[src/sv/mlp_pkg.sv]
`timescale 1ns / 1ps
// Package for the backpropagation training block: payload structs, request and
// class codes, controller states and the sigmoid table generator.
// No dependencies.
package mlp_pkg;

    localparam int HIDDEN_UNITS_DEF  = 4;
    localparam int INPUT_UNITS_DEF   = 3;
    localparam int SIGMOID_DEPTH_DEF = 256;

    localparam logic [15:0] LEARN_RATE_RESET = 16'd2867;
    localparam logic [12:0] ONE_Q12          = 13'd4096;
    localparam logic [12:0] CLASS_LOW_MAX    = 13'd860;
    localparam logic [12:0] CLASS_HIGH_MIN   = 13'd3277;

    localparam logic [1:0] REQ_WRITE = 2'd0;
    localparam logic [1:0] REQ_TRAIN = 2'd1;
    localparam logic [1:0] REQ_EVAL  = 2'd2;

    localparam logic [1:0] CLASS_LOW   = 2'd0;
    localparam logic [1:0] CLASS_HIGH  = 2'd1;
    localparam logic [1:0] CLASS_UNDEC = 2'd2;

    typedef struct packed {
        logic        [1:0]  req_type;
        logic        [4:0]  weight_index;
        logic signed [15:0] weight_value;
        logic signed [15:0] input_a;
        logic signed [15:0] input_b;
        logic        [12:0] target;
    } t_item;

    typedef struct packed {
        logic [12:0] net_output;
        logic [11:0] pattern_error;
        logic [1:0]  class_code;
        logic        hit;
    } t_result;

    typedef enum logic [3:0] {
        ST_IDLE,
        ST_FWD_H,
        ST_WAIT_H,
        ST_FWD_O,
        ST_WAIT_O,
        ST_SCAL,
        ST_DH,
        ST_UPD,
        ST_FLUSH
    } t_state;

    // Shift-and-subtract division, only used while building constant tables.
    function automatic logic [63:0] udiv64(input logic [63:0] num, input logic [63:0] den);
        logic [63:0] q;
        logic [63:0] r;
        q = '0;
        r = '0;
        for (int b = 63; b >= 0; b--) begin
            r = {r[62:0], num[b]};
            if (r >= den) begin
                r = r - den;
                q[b] = 1'b1;
            end
        end
        return q;
    endfunction

    // Sigmoid table entry k in Q0.12 over [-8,8) split into depth cells.
    function automatic logic [12:0] sig_entry(input int k, input int depth);
        logic [63:0] twice;
        logic [63:0] dd;
        logic [63:0] f;
        logic [63:0] term;
        logic [63:0] u;
        logic [63:0] t;
        logic [63:0] num;
        logic [63:0] den;
        logic        pos;
        twice = 64'(2 * k + 1);
        pos   = twice >= 64'(depth);
        dd    = pos ? twice - 64'(depth) : 64'(depth) - twice;
        f     = udiv64(dd << 30, 64'(depth));
        term  = 64'd1 << 30;
        u     = term;
        for (int n = 1; n <= 16; n++) begin
            term = udiv64((term * f) >> 30, 64'(n));
            u    = u + term;
        end
        t = udiv64(64'd1 << 60, u);
        for (int n = 0; n < 3; n++) begin
            t = (t * t) >> 30;
        end
        num = 64'd4096 * (pos ? (64'd1 << 30) : t);
        den = (64'd1 << 30) + t;
        return 13'(udiv64(num + (den >> 1), den));
    endfunction

endpackage

[src/sv/mlp_backprop_train_step.sv]
`timescale 1ns / 1ps
// A weight write or unknown request strobes in the cycle after start; an evaluation or a
// training pass strobes when its sequence is through, all its products made on the one
// shared multiplier and all weights read through the one read port of the weight memory.
// One item at a time; the result strobe cannot be stalled. Synchronous reset
// zeroes all weights (per-entry valid bits) and loads the learning rate 0.7.
module mlp_backprop_train_step #(
    parameter int HIDDEN_UNITS  = mlp_pkg::HIDDEN_UNITS_DEF,
    parameter int INPUT_UNITS   = mlp_pkg::INPUT_UNITS_DEF,
    parameter int SIGMOID_DEPTH = mlp_pkg::SIGMOID_DEPTH_DEF
) (
    input  logic             i_clk,
    input  logic             i_rst_n,
    input  logic             start,
    output logic             busy,
    input  mlp_pkg::t_item   i_item,
    output logic             o_strobe,
    output mlp_pkg::t_result o_result,
    input  logic             i_cfg_we,
    input  logic [15:0]      i_cfg_data
);
    import mlp_pkg::*;

    localparam int IH  = INPUT_UNITS * HIDDEN_UNITS;
    localparam int NW  = IH + HIDDEN_UNITS + 1;
    localparam int AW  = $clog2(NW);
    localparam int IXW = $clog2(INPUT_UNITS);
    localparam int JW  = $clog2(HIDDEN_UNITS + 1);
    localparam int SW  = $clog2(SIGMOID_DEPTH);

    // Sigmoid table.
    logic [12:0] w_rom [SIGMOID_DEPTH];
    for (genvar k = 0; k < SIGMOID_DEPTH; k++) begin : g_rom
        localparam logic [12:0] ENTRY = sig_entry(k, SIGMOID_DEPTH);
        assign w_rom[k] = ENTRY;
    end

    t_state r_state, n_state;
    logic [IXW-1:0] r_i, n_i;
    logic [JW-1:0]  r_j, n_j;
    logic [2:0]     r_step, n_step;

    logic [15:0]        r_lr;
    logic [1:0]         r_req;
    logic [12:0]        r_tgt;
    logic signed [15:0] r_x [INPUT_UNITS];
    logic [12:0]        r_h [HIDDEN_UNITS + 1];
    logic signed [33:0] r_lrdh [HIDDEN_UNITS + 1];

    // Weight memory with valid bits standing in for the zero reset.
    logic signed [15:0] r_mem [NW];
    logic [NW-1:0]      r_wvalid;
    logic signed [15:0] r_rd;
    logic               r_rdv;
    logic signed [15:0] rd_eff;
    logic [AW-1:0]      ra, wa;
    logic signed [15:0] wd;
    logic               mem_we;

    logic signed [33:0] mul_a;
    logic signed [23:0] mul_b;
    logic signed [57:0] r_prod;

    // Forward dot-product pipeline tags.
    logic               iss_v, iss_first, iss_last, iss_out;
    logic [JW-1:0]      iss_j;
    logic signed [15:0] iss_op;
    logic               r_t1v, r_t1first, r_t1last, r_t1out;
    logic [JW-1:0]      r_t1j;
    logic signed [15:0] r_op;
    logic               r_t2v, r_t2first, r_t2last, r_t2out;
    logic [JW-1:0]      r_t2j;
    logic               r_t3v, r_t3out;
    logic [JW-1:0]      r_t3j;
    logic               r_t4v, r_t4out;
    logic [JW-1:0]      r_t4j;
    logic signed [39:0] r_acc, acc_next, acc_shr;
    logic signed [15:0] r_sum, sum_clamp;
    logic [SW-1:0]      r_sidx;
    logic [31:0]        sidx_wide;
    logic               pipe_empty;

    logic [12:0]        r_o;
    logic [11:0]        r_err;
    logic signed [15:0] r_do;
    logic signed [33:0] r_lrdo;
    logic signed [23:0] r_q;

    logic               upd_iss, r_u1v;
    logic [AW-1:0]      r_u1addr;
    logic signed [25:0] upd_sum;
    logic signed [15:0] upd_sat;

    logic               accept, fin, fin_zero;
    logic signed [13:0] diff;
    logic [12:0]        one_minus_o;
    logic [12:0]        h_sel;
    logic [1:0]         cls;
    logic [31:0]        widx32;

    assign busy       = (r_state != ST_IDLE);
    assign accept     = start && !busy;
    assign rd_eff     = r_rdv ? r_rd : 16'sd0;
    assign pipe_empty = !(r_t1v || r_t2v || r_t3v || r_t4v);
    assign diff       = 14'($signed({1'b0, r_tgt})) - 14'($signed({1'b0, r_o}));
    assign one_minus_o = ONE_Q12 - r_o;
    assign h_sel      = r_h[r_j];
    assign widx32     = 32'(i_item.weight_index);

    // Controller: next state, memory address, multiplier operands.
    always_comb begin
        n_state   = r_state;
        n_i       = r_i;
        n_j       = r_j;
        n_step    = r_step;
        ra        = '0;
        iss_v     = 1'b0;
        iss_first = 1'b0;
        iss_last  = 1'b0;
        iss_out   = 1'b0;
        iss_j     = r_j;
        iss_op    = r_x[r_i];
        upd_iss   = 1'b0;
        mul_a     = 34'(rd_eff);
        mul_b     = 24'(r_op);
        fin       = 1'b0;
        fin_zero  = 1'b0;
        case (r_state)
            ST_IDLE: begin
                if (accept) begin
                    if (i_item.req_type == REQ_TRAIN || i_item.req_type == REQ_EVAL) begin
                        n_state = ST_FWD_H;
                        n_i     = '0;
                        n_j     = JW'(1);
                    end else begin
                        fin      = 1'b1;
                        fin_zero = 1'b1;
                    end
                end
            end
            ST_FWD_H: begin
                ra        = AW'(32'(r_i) * HIDDEN_UNITS + 32'(r_j) - 1);
                iss_v     = 1'b1;
                iss_first = (r_i == '0);
                iss_last  = (32'(r_i) == INPUT_UNITS - 1);
                if (32'(r_i) == INPUT_UNITS - 1) begin
                    n_i = '0;
                    if (32'(r_j) == HIDDEN_UNITS) begin
                        n_state = ST_WAIT_H;
                    end else begin
                        n_j = r_j + 1'b1;
                    end
                end else begin
                    n_i = r_i + 1'b1;
                end
            end
            ST_WAIT_H: begin
                if (pipe_empty) begin
                    n_state = ST_FWD_O;
                    n_j     = '0;
                end
            end
            ST_FWD_O: begin
                ra        = AW'(IH + 32'(r_j));
                iss_v     = 1'b1;
                iss_first = (r_j == '0);
                iss_last  = (32'(r_j) == HIDDEN_UNITS);
                iss_out   = 1'b1;
                iss_op    = 16'($signed({1'b0, h_sel}));
                if (32'(r_j) == HIDDEN_UNITS) begin
                    n_state = ST_WAIT_O;
                end else begin
                    n_j = r_j + 1'b1;
                end
            end
            ST_WAIT_O: begin
                if (pipe_empty) begin
                    n_state = ST_SCAL;
                    n_step  = '0;
                end
            end
            ST_SCAL: begin
                n_step = r_step + 1'b1;
                case (r_step)
                    3'd0: begin
                        mul_a = 34'(diff);
                        mul_b = 24'(diff);
                    end
                    3'd1: begin
                        mul_a = 34'($signed({1'b0, r_o}));
                        mul_b = 24'($signed({1'b0, one_minus_o}));
                    end
                    3'd2: begin
                        mul_a = 34'(diff);
                        mul_b = 24'(r_prod);
                        if (r_req == REQ_EVAL) begin
                            n_state = ST_IDLE;
                            fin     = 1'b1;
                        end
                    end
                    3'd3: begin
                        mul_a = 34'($signed({1'b0, r_lr}));
                        mul_b = 24'(r_prod >>> 24);
                    end
                    default: begin
                        n_state = ST_DH;
                        n_step  = '0;
                        n_j     = JW'(1);
                    end
                endcase
            end
            ST_DH: begin
                n_step = r_step + 1'b1;
                case (r_step)
                    3'd0: begin
                        ra    = AW'(IH + 32'(r_j));
                        mul_a = 34'($signed({1'b0, h_sel}));
                        mul_b = 24'($signed({1'b0, ONE_Q12 - h_sel}));
                    end
                    3'd1: begin
                        mul_a = 34'(rd_eff);
                        mul_b = 24'(r_do);
                    end
                    3'd2: begin
                        mul_a = 34'(r_prod);
                        mul_b = r_q;
                    end
                    3'd3: begin
                        mul_a = 34'($signed({1'b0, r_lr}));
                        mul_b = 24'(r_prod >>> 36);
                    end
                    default: begin
                        n_step = '0;
                        if (32'(r_j) == HIDDEN_UNITS) begin
                            n_state = ST_UPD;
                            n_i     = '0;
                            n_j     = JW'(1);
                        end else begin
                            n_j = r_j + 1'b1;
                        end
                    end
                endcase
            end
            ST_UPD: begin
                upd_iss = 1'b1;
                if (r_step == '0) begin
                    ra    = AW'(32'(r_i) * HIDDEN_UNITS + 32'(r_j) - 1);
                    mul_a = r_lrdh[r_j];
                    mul_b = 24'(r_x[r_i]);
                    if (32'(r_j) == HIDDEN_UNITS) begin
                        n_j = JW'(1);
                        if (32'(r_i) == INPUT_UNITS - 1) begin
                            n_step = 3'd1;
                            n_j    = '0;
                        end else begin
                            n_i = r_i + 1'b1;
                        end
                    end else begin
                        n_j = r_j + 1'b1;
                    end
                end else begin
                    ra    = AW'(IH + 32'(r_j));
                    mul_a = r_lrdo;
                    mul_b = 24'($signed({1'b0, h_sel}));
                    if (32'(r_j) == HIDDEN_UNITS) begin
                        n_state = ST_FLUSH;
                    end else begin
                        n_j = r_j + 1'b1;
                    end
                end
            end
            ST_FLUSH: begin
                n_state = ST_IDLE;
                fin     = 1'b1;
            end
            default: begin
                n_state = ST_IDLE;
            end
        endcase
    end

    // Accumulate, clamp and table index.
    always_comb begin
        acc_next = r_t2first ? 40'(r_prod) : r_acc + 40'(r_prod);
        acc_shr  = acc_next >>> 12;
        if (acc_shr > 40'sd32767) begin
            sum_clamp = 16'sd32767;
        end else if (acc_shr < -40'sd32768) begin
            sum_clamp = -16'sd32768;
        end else begin
            sum_clamp = 16'(acc_shr);
        end
        sidx_wide = 32'({~r_sum[15], r_sum[14:0]}) * 32'(SIGMOID_DEPTH);
    end

    // Weight update: add the scaled step and saturate; else take a weight write request.
    always_comb begin
        upd_sum = 26'(rd_eff) + 26'(r_prod >>> 24);
        if (upd_sum > 26'sd32767) begin
            upd_sat = 16'sd32767;
        end else if (upd_sum < -26'sd32768) begin
            upd_sat = -16'sd32768;
        end else begin
            upd_sat = 16'(upd_sum);
        end
        mem_we = 1'b0;
        wa     = r_u1addr;
        wd     = upd_sat;
        if (r_u1v) begin
            mem_we = 1'b1;
        end else if (accept && i_item.req_type == REQ_WRITE && widx32 < NW) begin
            mem_we = 1'b1;
            wa     = AW'(widx32);
            wd     = i_item.weight_value;
        end
    end

    always_comb begin
        if (r_o <= CLASS_LOW_MAX) begin
            cls = CLASS_LOW;
        end else if (r_o >= CLASS_HIGH_MIN) begin
            cls = CLASS_HIGH;
        end else begin
            cls = CLASS_UNDEC;
        end
    end

    always_ff @(posedge i_clk) begin
        if (mem_we) begin
            r_mem[wa] <= wd;
        end
        r_rd  <= r_mem[ra];
        r_rdv <= r_wvalid[ra];
    end

    always_ff @(posedge i_clk) begin
        if (!i_rst_n) begin
            r_state  <= ST_IDLE;
            r_i      <= '0;
            r_j      <= '0;
            r_step   <= '0;
            r_lr     <= LEARN_RATE_RESET;
            r_wvalid <= '0;
            r_t1v    <= 1'b0;
            r_t2v    <= 1'b0;
            r_t3v    <= 1'b0;
            r_t4v    <= 1'b0;
            r_u1v    <= 1'b0;
            o_strobe <= 1'b0;
        end else begin
            r_state <= n_state;
            r_i     <= n_i;
            r_j     <= n_j;
            r_step  <= n_step;
            if (i_cfg_we) begin
                r_lr <= i_cfg_data;
            end
            if (mem_we) begin
                r_wvalid[wa] <= 1'b1;
            end
            r_t1v    <= iss_v;
            r_t2v    <= r_t1v;
            r_t3v    <= r_t2v && r_t2last;
            r_t4v    <= r_t3v;
            r_u1v    <= upd_iss;
            o_strobe <= fin;
        end
    end

    always_ff @(posedge i_clk) begin
        r_prod <= mul_a * mul_b;
        if (accept) begin
            r_req <= i_item.req_type;
            r_tgt <= (i_item.target > ONE_Q12) ? ONE_Q12 : i_item.target;
            // Unit 0 is the bias, units beyond the two pattern inputs stay zero.
            for (int n = 0; n < INPUT_UNITS; n++) begin
                if (n == 0) begin
                    r_x[n] <= 16'($signed({1'b0, ONE_Q12}));
                end else if (n == 1) begin
                    r_x[n] <= i_item.input_a;
                end else if (n == 2) begin
                    r_x[n] <= i_item.input_b;
                end else begin
                    r_x[n] <= 16'sd0;
                end
            end
            r_h[0]    <= ONE_Q12;
            r_lrdh[0] <= '0;
        end
        r_t1first <= iss_first;
        r_t1last  <= iss_last;
        r_t1out   <= iss_out;
        r_t1j     <= iss_j;
        r_op      <= iss_op;
        r_t2first <= r_t1first;
        r_t2last  <= r_t1last;
        r_t2out   <= r_t1out;
        r_t2j     <= r_t1j;
        if (r_t2v) begin
            r_acc <= acc_next;
            r_sum <= sum_clamp;
        end
        r_t3out <= r_t2out;
        r_t3j   <= r_t2j;
        r_sidx  <= sidx_wide[16 +: SW];
        r_t4out <= r_t3out;
        r_t4j   <= r_t3j;
        if (r_t4v) begin
            if (r_t4out) begin
                r_o <= w_rom[r_sidx];
            end else begin
                r_h[r_t4j] <= w_rom[r_sidx];
            end
        end
        if (r_state == ST_SCAL && r_step == 3'd1) begin
            r_err <= r_prod[24:13];
        end
        if (r_state == ST_SCAL && r_step == 3'd3) begin
            r_do <= 16'(r_prod >>> 24);
        end
        if (r_state == ST_SCAL && r_step == 3'd4) begin
            r_lrdo <= 34'(r_prod);
        end
        if (r_state == ST_DH && r_step == 3'd1) begin
            r_q <= 24'(r_prod);
        end
        if (r_state == ST_DH && r_step == 3'd4) begin
            r_lrdh[r_j] <= 34'(r_prod);
        end
        r_u1addr <= ra;
        if (fin) begin
            if (fin_zero) begin
                o_result <= '0;
            end else begin
                o_result.net_output    <= r_o;
                o_result.pattern_error <= r_err;
                o_result.class_code    <= cls;
                o_result.hit           <= (cls == CLASS_LOW && r_tgt == '0) ||
                                          (cls == CLASS_HIGH && r_tgt == ONE_Q12);
            end
        end
    end

    // A weight write or unknown request answers in the next cycle.
    a_write_answers: assert property (@(posedge i_clk) disable iff (!i_rst_n)
        (start && !busy && i_item.req_type != REQ_TRAIN && i_item.req_type != REQ_EVAL)
        |=> o_strobe)
        else $error("write request without result");

    // A result only appears once the sequencer is back to accepting items.
    a_strobe_idle: assert property (@(posedge i_clk) disable iff (!i_rst_n)
        o_strobe |-> !busy)
        else $error("result while busy");

    // The scalar delta steps must find the forward pipeline drained.
    a_pipe_drained: assert property (@(posedge i_clk) disable iff (!i_rst_n)
        (r_state == ST_SCAL || r_state == ST_DH) |-> pipe_empty)
        else $error("forward pipeline still active");

    // Update write-back never overlaps a forward transaction in flight.
    a_upd_alone: assert property (@(posedge i_clk) disable iff (!i_rst_n)
        r_u1v |-> !r_t1v && !iss_v)
        else $error("update overlaps forward pass");

endmodule
[config.mk]
export PLATFORM = sky130hd
export DESIGN_NAME = mlp_backprop_train_step
export DESIGN_NICKNAME = d
export VERILOG_FILES = /design/src/sv/mlp_pkg.sv /design/src/sv/mlp_backprop_train_step.sv
export SDC_FILE = /design/constraint.sdc
export NUM_CORES = 2
export LEC_CHECK = 0
export BUFFER_PORTS_ARGS = -buffer_cell sky130_fd_sc_hd__buf_2
export CORE_MARGIN = 2
export CORE_UTILIZATION = 57
export CTS_CLUSTER_DIAMETER = 30
export DETAILED_ROUTE_END_ITERATION = 12
export PLACE_DENSITY = 0.79
export RECOVER_POWER = 50
export SLEW_MARGIN = 40
export SYNTH_ARGS = -nofsm -noshare
export SYNTH_HDL_FRONTEND = slang
export SYNTH_SLANG_ARGS = --single-unit
[constraint.sdc]
create_clock -name i_clk -period 19.45 [get_ports i_clk]
set_clock_uncertainty 0.1 [all_clocks]
set_input_delay 2.9175 -clock i_clk [delete_from_list [all_inputs] [get_ports i_clk]]
set_output_delay 2.9175 -clock i_clk [all_outputs]
set_load 0.02 [all_outputs]
# Word-level counts from Yosys, hierarchy flattened
# Memories as Yosys holds them, arrays and structs flattened. A register that Yosys moved wholly into a read port is not among the register bits.
# Index checks and enable logic that the tools add are counted.
totals:
  out_inout_bits: 30
  reg_bits: 357
  inputBits: 88
  mem_bits_rw: 555
  mem_bits_ro: 3328
  latchBits: 0
  mem_count: 5
  word_cells: 251
memory_table:
  columns: ["name", "depth", "word_bits", "rd", "rd_clocked_by_memory_dff", "write_ports", "line", "text"]
  rows:
  - ["(name not given)", 256, 13, 1, 0, 0, "mlp_backprop_train_step.sv:412", "r_h[r_t4j] <= w_rom[r_sidx];"]
  - ["r_mem", 17, 16, 1, 1, 1, "mlp_backprop_train_step.sv:51", "logic signed [15:0] r_mem [NW];"]
  - ["r_lrdh", 5, 34, 1, 1, 1, "mlp_backprop_train_step.sv:48", "logic signed [33:0] r_lrdh [HIDDEN_UNITS + 1];"]
  - ["r_h", 5, 13, 1, 1, 2, "mlp_backprop_train_step.sv:47", "logic [12:0] r_h [HIDDEN_UNITS + 1];"]
  - ["r_x", 3, 16, 1, 1, 3, "mlp_backprop_train_step.sv:46", "logic signed [15:0] r_x [INPUT_UNITS];"]
op_classes:
  n_shift: 0
  n_eq_ne: 36
  bitwise_logic: 3
  n_mux: 100
  reduce_logical: 40
  multipliers: 1
  order_cmp: 12
  n_div: 0
  addsub: 11
op_table:
  columns: ["cell", "n"]
  rows:
  - ["34-bit case mux with 3 select lines", 3]
  - ["24-bit case mux with 4 select lines", 2]
  - ["16-bit 2-to-1 mux", 6]
  - ["24-bit case mux with 3 select lines", 1]
  - ["34-bit 2-to-1 mux", 2]
  - ["34-bit by 24-bit multiplier with 58-bit output", 1]
  - ["3-bit 2-to-1 mux", 19]
  - ["4-bit 2-to-1 mux", 12]
  - ["40-bit adder", 1]
  - ["40-bit 2-to-1 mux", 1]
  - ["13-bit 2-to-1 mux", 3]
  - ["34-bit OR reduction", 1]
  - ["2-bit inequality test, second input constant", 16]
  - ["4-bit case mux with 8 select lines", 1]
  - ["28-bit by 16-bit > comparator with 1-bit output, second input constant", 1]
  - ["28-bit by 16-bit < comparator with 1-bit output, second input constant", 1]
  - ["16-bit by 26-bit adder with 26-bit output", 1]
  - ["26-bit by 16-bit > comparator with 1-bit output, second input constant", 1]
  - ["26-bit by 16-bit < comparator with 1-bit output, second input constant", 1]
  - ["13-bit subtractor, first input constant", 2]
  - ["2-bit 2-to-1 mux", 12]
  - ["24-bit 2-to-1 mux", 1]
  - ["1-bit 2-to-1 mux", 23]
  - ["3-bit case mux with 7 select lines", 1]
  - ["other kinds (54)", 90]

# Logic depth before layout (Yosys ltp)
logic_depth:
  word_depth: 12
  depth_mapped: 43
  depth_no_buf: 40

# Worst setup path after synthesis
# No wires, ideal clock.
synth_path:
  path_type: "reg-to-reg"
  start: "register r_o[1]"
  end: "register r_prod[53]"
  path_slack_ps: 9989
  setup_ps: 123
  arrival_time_ps: 9238
  synth_period_minus_slack_ps: 9461
  n_path_buf: 3
  required_time_ps: 19227
  path_stages_with_launch: 39
  cell_sequence: "edfxtp_1 -> inv_1 -> ha_1 -> nor2b_1 -> o21ai_0 -> a21boi_0 -> o211ai_1 -> a21o_1 -> a31oi_1 -> a2111oi_2 -> a21oi_1 -> o21ai_1 -> buf_2 -> o21a_1 -> buf_2 -> buf_2 -> nand2_1 -> fa_1 -> [... 3 more ...] -> inv_1 -> fa_1 -> fa_1 -> inv_1 -> fa_1 -> inv_1 -> ha_1 -> a21o_1 -> a211oi_1 -> o21ai_0 -> a21o_1 -> o211a_1 -> or2_2 -> a221o_1 -> o21ai_0 -> nor2b_1 -> o21ai_1 -> xor2_1"
synth_between:
  elab_chain_cells: 4
  elab_cells_between_ends: 7
  classes_between: "2 x add/sub; 1 x mul; 4 x mux"
synth_rtl:
  columns: ["item", "line", "text"]
  rows:
  - ["start: declaration", "mlp_backprop_train_step.sv:83", "logic [12:0] r_o;"]
  - ["13-bit subtractor / 13-bit by 13-bit subtractor with 14-bit output (equally long branches)", "mlp_backprop_train_step.sv:106, mlp_backprop_train_step.sv:105", null]
  - ["24-bit case mux with 4 select lines / 34-bit case mux with 3 select lines (equally long branches)", "mlp_backprop_train_step.sv:184", "case (r_step)"]
  - ["24-bit case mux with 3 select lines / 34-bit case mux with 3 select lines (equally long branches)", "mlp_backprop_train_step.sv:128", "case (r_state)"]
  - ["34-bit by 24-bit multiplier with 58-bit output *", "mlp_backprop_train_step.sv:371", "r_prod <= mul_a * mul_b;"]
  - ["end signal: assignment", "mlp_backprop_train_step.sv:371", null]
  - ["end: declaration", "mlp_backprop_train_step.sv:62", "logic signed [57:0] r_prod;"]
# Every way passes the cells marked *; elsewhere a longest branch is shown, timed or not.
# A chain may end at the register's enable or synchronous reset.

# Worst setup path in the final report
layout_path:
  start: "register r_state[2]"
  end: "register r_prod[54]"
layout_between:
  elab_chain_cells: 3
  elab_cells_between_ends: 6
  classes_between: "1 x mul; 3 x eq/ne; 2 x mux"
layout_rtl:
  columns: ["item", "line", "text"]
  rows:
  - ["start: declaration", "mlp_backprop_train_step.sv:38", "t_state r_state, n_state;"]
  - ["start signal: assignment", "mlp_backprop_train_step.sv:351", "r_state <= n_state;"]
  - ["4-bit by 3-bit == test with 1-bit output", "mlp_backprop_train_step.sv:128", null]
  - ["34-bit case mux with 3 select lines / 24-bit case mux with 3 select lines (equally long branches)", "mlp_backprop_train_step.sv:128", null]
  - ["34-bit by 24-bit multiplier with 58-bit output *", "mlp_backprop_train_step.sv:371", null]
# Marks and branches as above.

==> results.toml <==
[run_status]
outcome = "finished, violations left"
violations = "capacitance limit, slew limit"

[routing]
drc = 0
wl_per_cell_um = 25.2
firstDrtPassIters = 10
drt-initial-drc-count = 7129
ant_nets = 0
via_count = 56127
routed_via_density = 6.29
drt-total-wl_um = 225000

[floorplan]
dieArea_um2 = 129000
die_x_um = 359
ios = 118
start_util = 0.572
num_rows = 130
core_area_um2 = 125000
die_y_um = 359

[global_routing]
overflow = 0
grt_pass1_wl_um = 341000
grt_max_degree = 83
use_met1 = 0.437
grt_pass1_vias = 57175
antenna_found_initial = 17
gr-usage-all-layers = 0.354
use_met3 = 0.115
busiest_layer = "met2"
use_met2 = 0.542

[logic_synthesis]
synth.area.top_cells = "edfxtp_1 (30%), fa_1 (23%), nand2_1 (5.8%), inv_1 (5.1%), dfxtp_1 (5.1%)"
synth_compound_area_frac = 0.106
synth.cell_area_um2 = 71700
synth.largest_area_cell = "edfxtp_1"
yosysTopAreaCellShare = 0.303
synth_edf_count = 722
muxShareOfSynthArea = 0.0289
synth_top_family_by_area = "adder cells"
synth_most_common_cell = "nand2_1"
synthCells = 7085
yosysSeqAreaShare = 0.353
synth-seq-cells = 903
synth-simple-area-share = 0.143
ys_async_sr_fraction = 0
synth_ff_type = "edfxtp_1"
yosysWarnings = 0
synthAdderAreaFrac = 0.279
synthXorXnorAreaFrac = 0.0166
synthDistinctLibCells = 101
synth_common_cells = "nand2_1 (1101), inv_1 (981), fa_1 (831), edfxtp_1 (722), nor2_1 (407)"
avgSynthCellArea_um2 = 10.1
synth_fp_nets = 8275

[clock_tree]
postCtsHoldBufs = 0
postCtsSetupRepairBufs = 0
cts_made_buffers = 152
clk_pin_slew_ps = 50
insertion_delay_ps = 810
htree_levels = 4
cts_resized = 0
root_buffer = "clkbuf_16"
cts.sinks = 903
clk_path_buf_depth = 3
cts_tree = "built"

[pwr]
leakage_nw = 32.4
ir_worst_vdd_uv = 110
p_total_mw = 13.1
powerDensity_nw_per_um2 = 164

[worst_setup_path]
critPathCaptureType = "register"
worstSetupStartpoint = "r_state[2]"
path_buf_inv = 7
worstPathArrival_ps = 12910
max_stage_delay_ps = 1060
critPathKind = "register to register"
cp_top_family = "adder cells"
crit_top_cell = "fa_1"
r2r_start = "r_state[2]"
cp_max_fo = 33
r2r_slack_ps = 7130
cp-start-kind = "register"
critPathSlowestCell = "nor3_1"
cp_data_required_time_ps = 20050

[finish]
post-route-util = 0.636
drive_above_1_share = 0.0922
n_fill_cell = 9579
multi_input_area_um2 = 41600
syn2layout_area_growth_pct = 11.2
fin_nets = 8329
seqCellArea_um2 = 25300

[sta]
grt_setup_unrepaired = "no"
max_slew_margin = -1.57
tns_ps = 0
period_share = 0.633
fmax_mhz = 81.2
hold_viol = 0
worst_slack_ps = 7130
setup_viol = 0
finalCriticalPeriod_ps = 12320
worst_pin_slew_ps = 3850
slew_viol_final = 686

[place]
gp_congestion = 1.04
dp_hpwl_um = 158000
dp_slack_ps = 7670
io_buffers = 116

[hold_path]
hold_start = "r_t1first"
hold_path.class = "register to register"

[flow_run]
maxCapViolCount = 18
state kept, by name (all words and copies together) (netlist names), 13 cells and up, named ones only:
name / count
o_result: 27
r_acc: 40
r_do: 16
r_h: 61
r_lr: 16
r_lrdh: 170
r_lrdo: 34
r_mem: 272
r_op: 16
r_prod: 58
r_q: 24
r_rd: 16
r_tgt: 13
r_wvalid: 17
r_x: 32
worst reg2reg max path: cells and delay by family (launching register included):
| family | cells | cell delay (ps) |
|---|---|---|
| fa+ha+maj | 8 | 4170 |
| compound gates | 10 | 2810 |
| simple gates | 6 | 2330 |
| xor+xnor | 1 | 130 |
| flops | 1 | 760 |
| buf+inv | 7 | 1950 |
routing by layer:
| metal | vias to the layer above | share of wire |
|---|---|---|
| li1 | 23813 | - |
| met1 | 27553 | 0.35 |
| met4 | 16 | 0.070 |
| met5 | - | 0.00047 |
| met3 | 977 | 0.13 |
| met2 | 3768 | 0.45 |
stage by stage:
stage	area, um2	hold slack (ps)	instances
after floorplan	71700	210	7085
after global placement	74300	212	8622
after detailed placement	74600	212	8633
after CTS	79900	174	8917
after global routing	79700	182	8919
final	79700	177	8927
logic make-up after synthesis:
family                     count (synthesis)
DFF                                      903
xor gates and xnor gates                 136
and+or+nand+nor                         2277
other                                      1
adders and majority gates               1102
muxes                                    142
AOI/OAI and AO/OA                       1160
buffers and inverters                   1364
final cells by class:
| type | instances | area share |
|---|---|---|
| Antenna cell | 8 | 0.000251 |
| Clock buffer | 178 | 0.0499 |
| Clock inverter | 106 | 0.0169 |
| Inverter | 984 | 0.0463 |
| Multi-Input combinational cell | 4818 | 0.522 |
| Sequential cell | 903 | 0.318 |
| Tap cell | 1650 | 0.0259 |
| Timing Repair Buffer | 280 | 0.0210 |
placed cells by master (no fill, tap or decap), types with 20 or more instances in the layout:
master / count
and2_1: 137
mux2i_1: 77
a21oi_1: 304
a31oi_1: 41
and3_1: 54
nor4_1: 22
a222oi_1: 33
a221oi_1: 21
clkbuf_1: 77
edfxtp_1: 722
o21a_1: 30
and2_0: 39
o21ai_0: 233
xor2_1: 39
buf_2: 110
nor2_1: 399
clkbuf_16: 152
a22oi_1: 47
o211ai_1: 45
ha_1: 270
inv_6: 23
a311oi_1: 39
nor2b_1: 98
o22ai_1: 34
nand2_1: 1100
nor3_1: 79
o21ai_2: 20
mux4_2: 48
a211oi_1: 53
fa_1: 831
xnor2_1: 96
a21o_1: 49
inv_1: 979
buf_4: 101
dfxtp_1: 175
nand2b_1: 71
nand3_1: 171
where the power goes:
part / switching [mW] / internal, mW / leakage (nW)
Combinational: 4.99 / 2.62 / 21.5
Clock: 1.06 / 1.66 / 2.55
Sequential: 0.167 / 2.60 / 8.42
Total: 6.22 / 6.88 / 32.4
path summary, 6_finish.rpt:
check / endpoint / cells after the start
setup / recovery: r_prod[54] / 32
hold reg to reg: r_t2first / 0
hold / removal: r_t2first / 0
setup reg to reg: r_prod[54] / 32
Note: power is estimated with default switching activity, not from simulation.
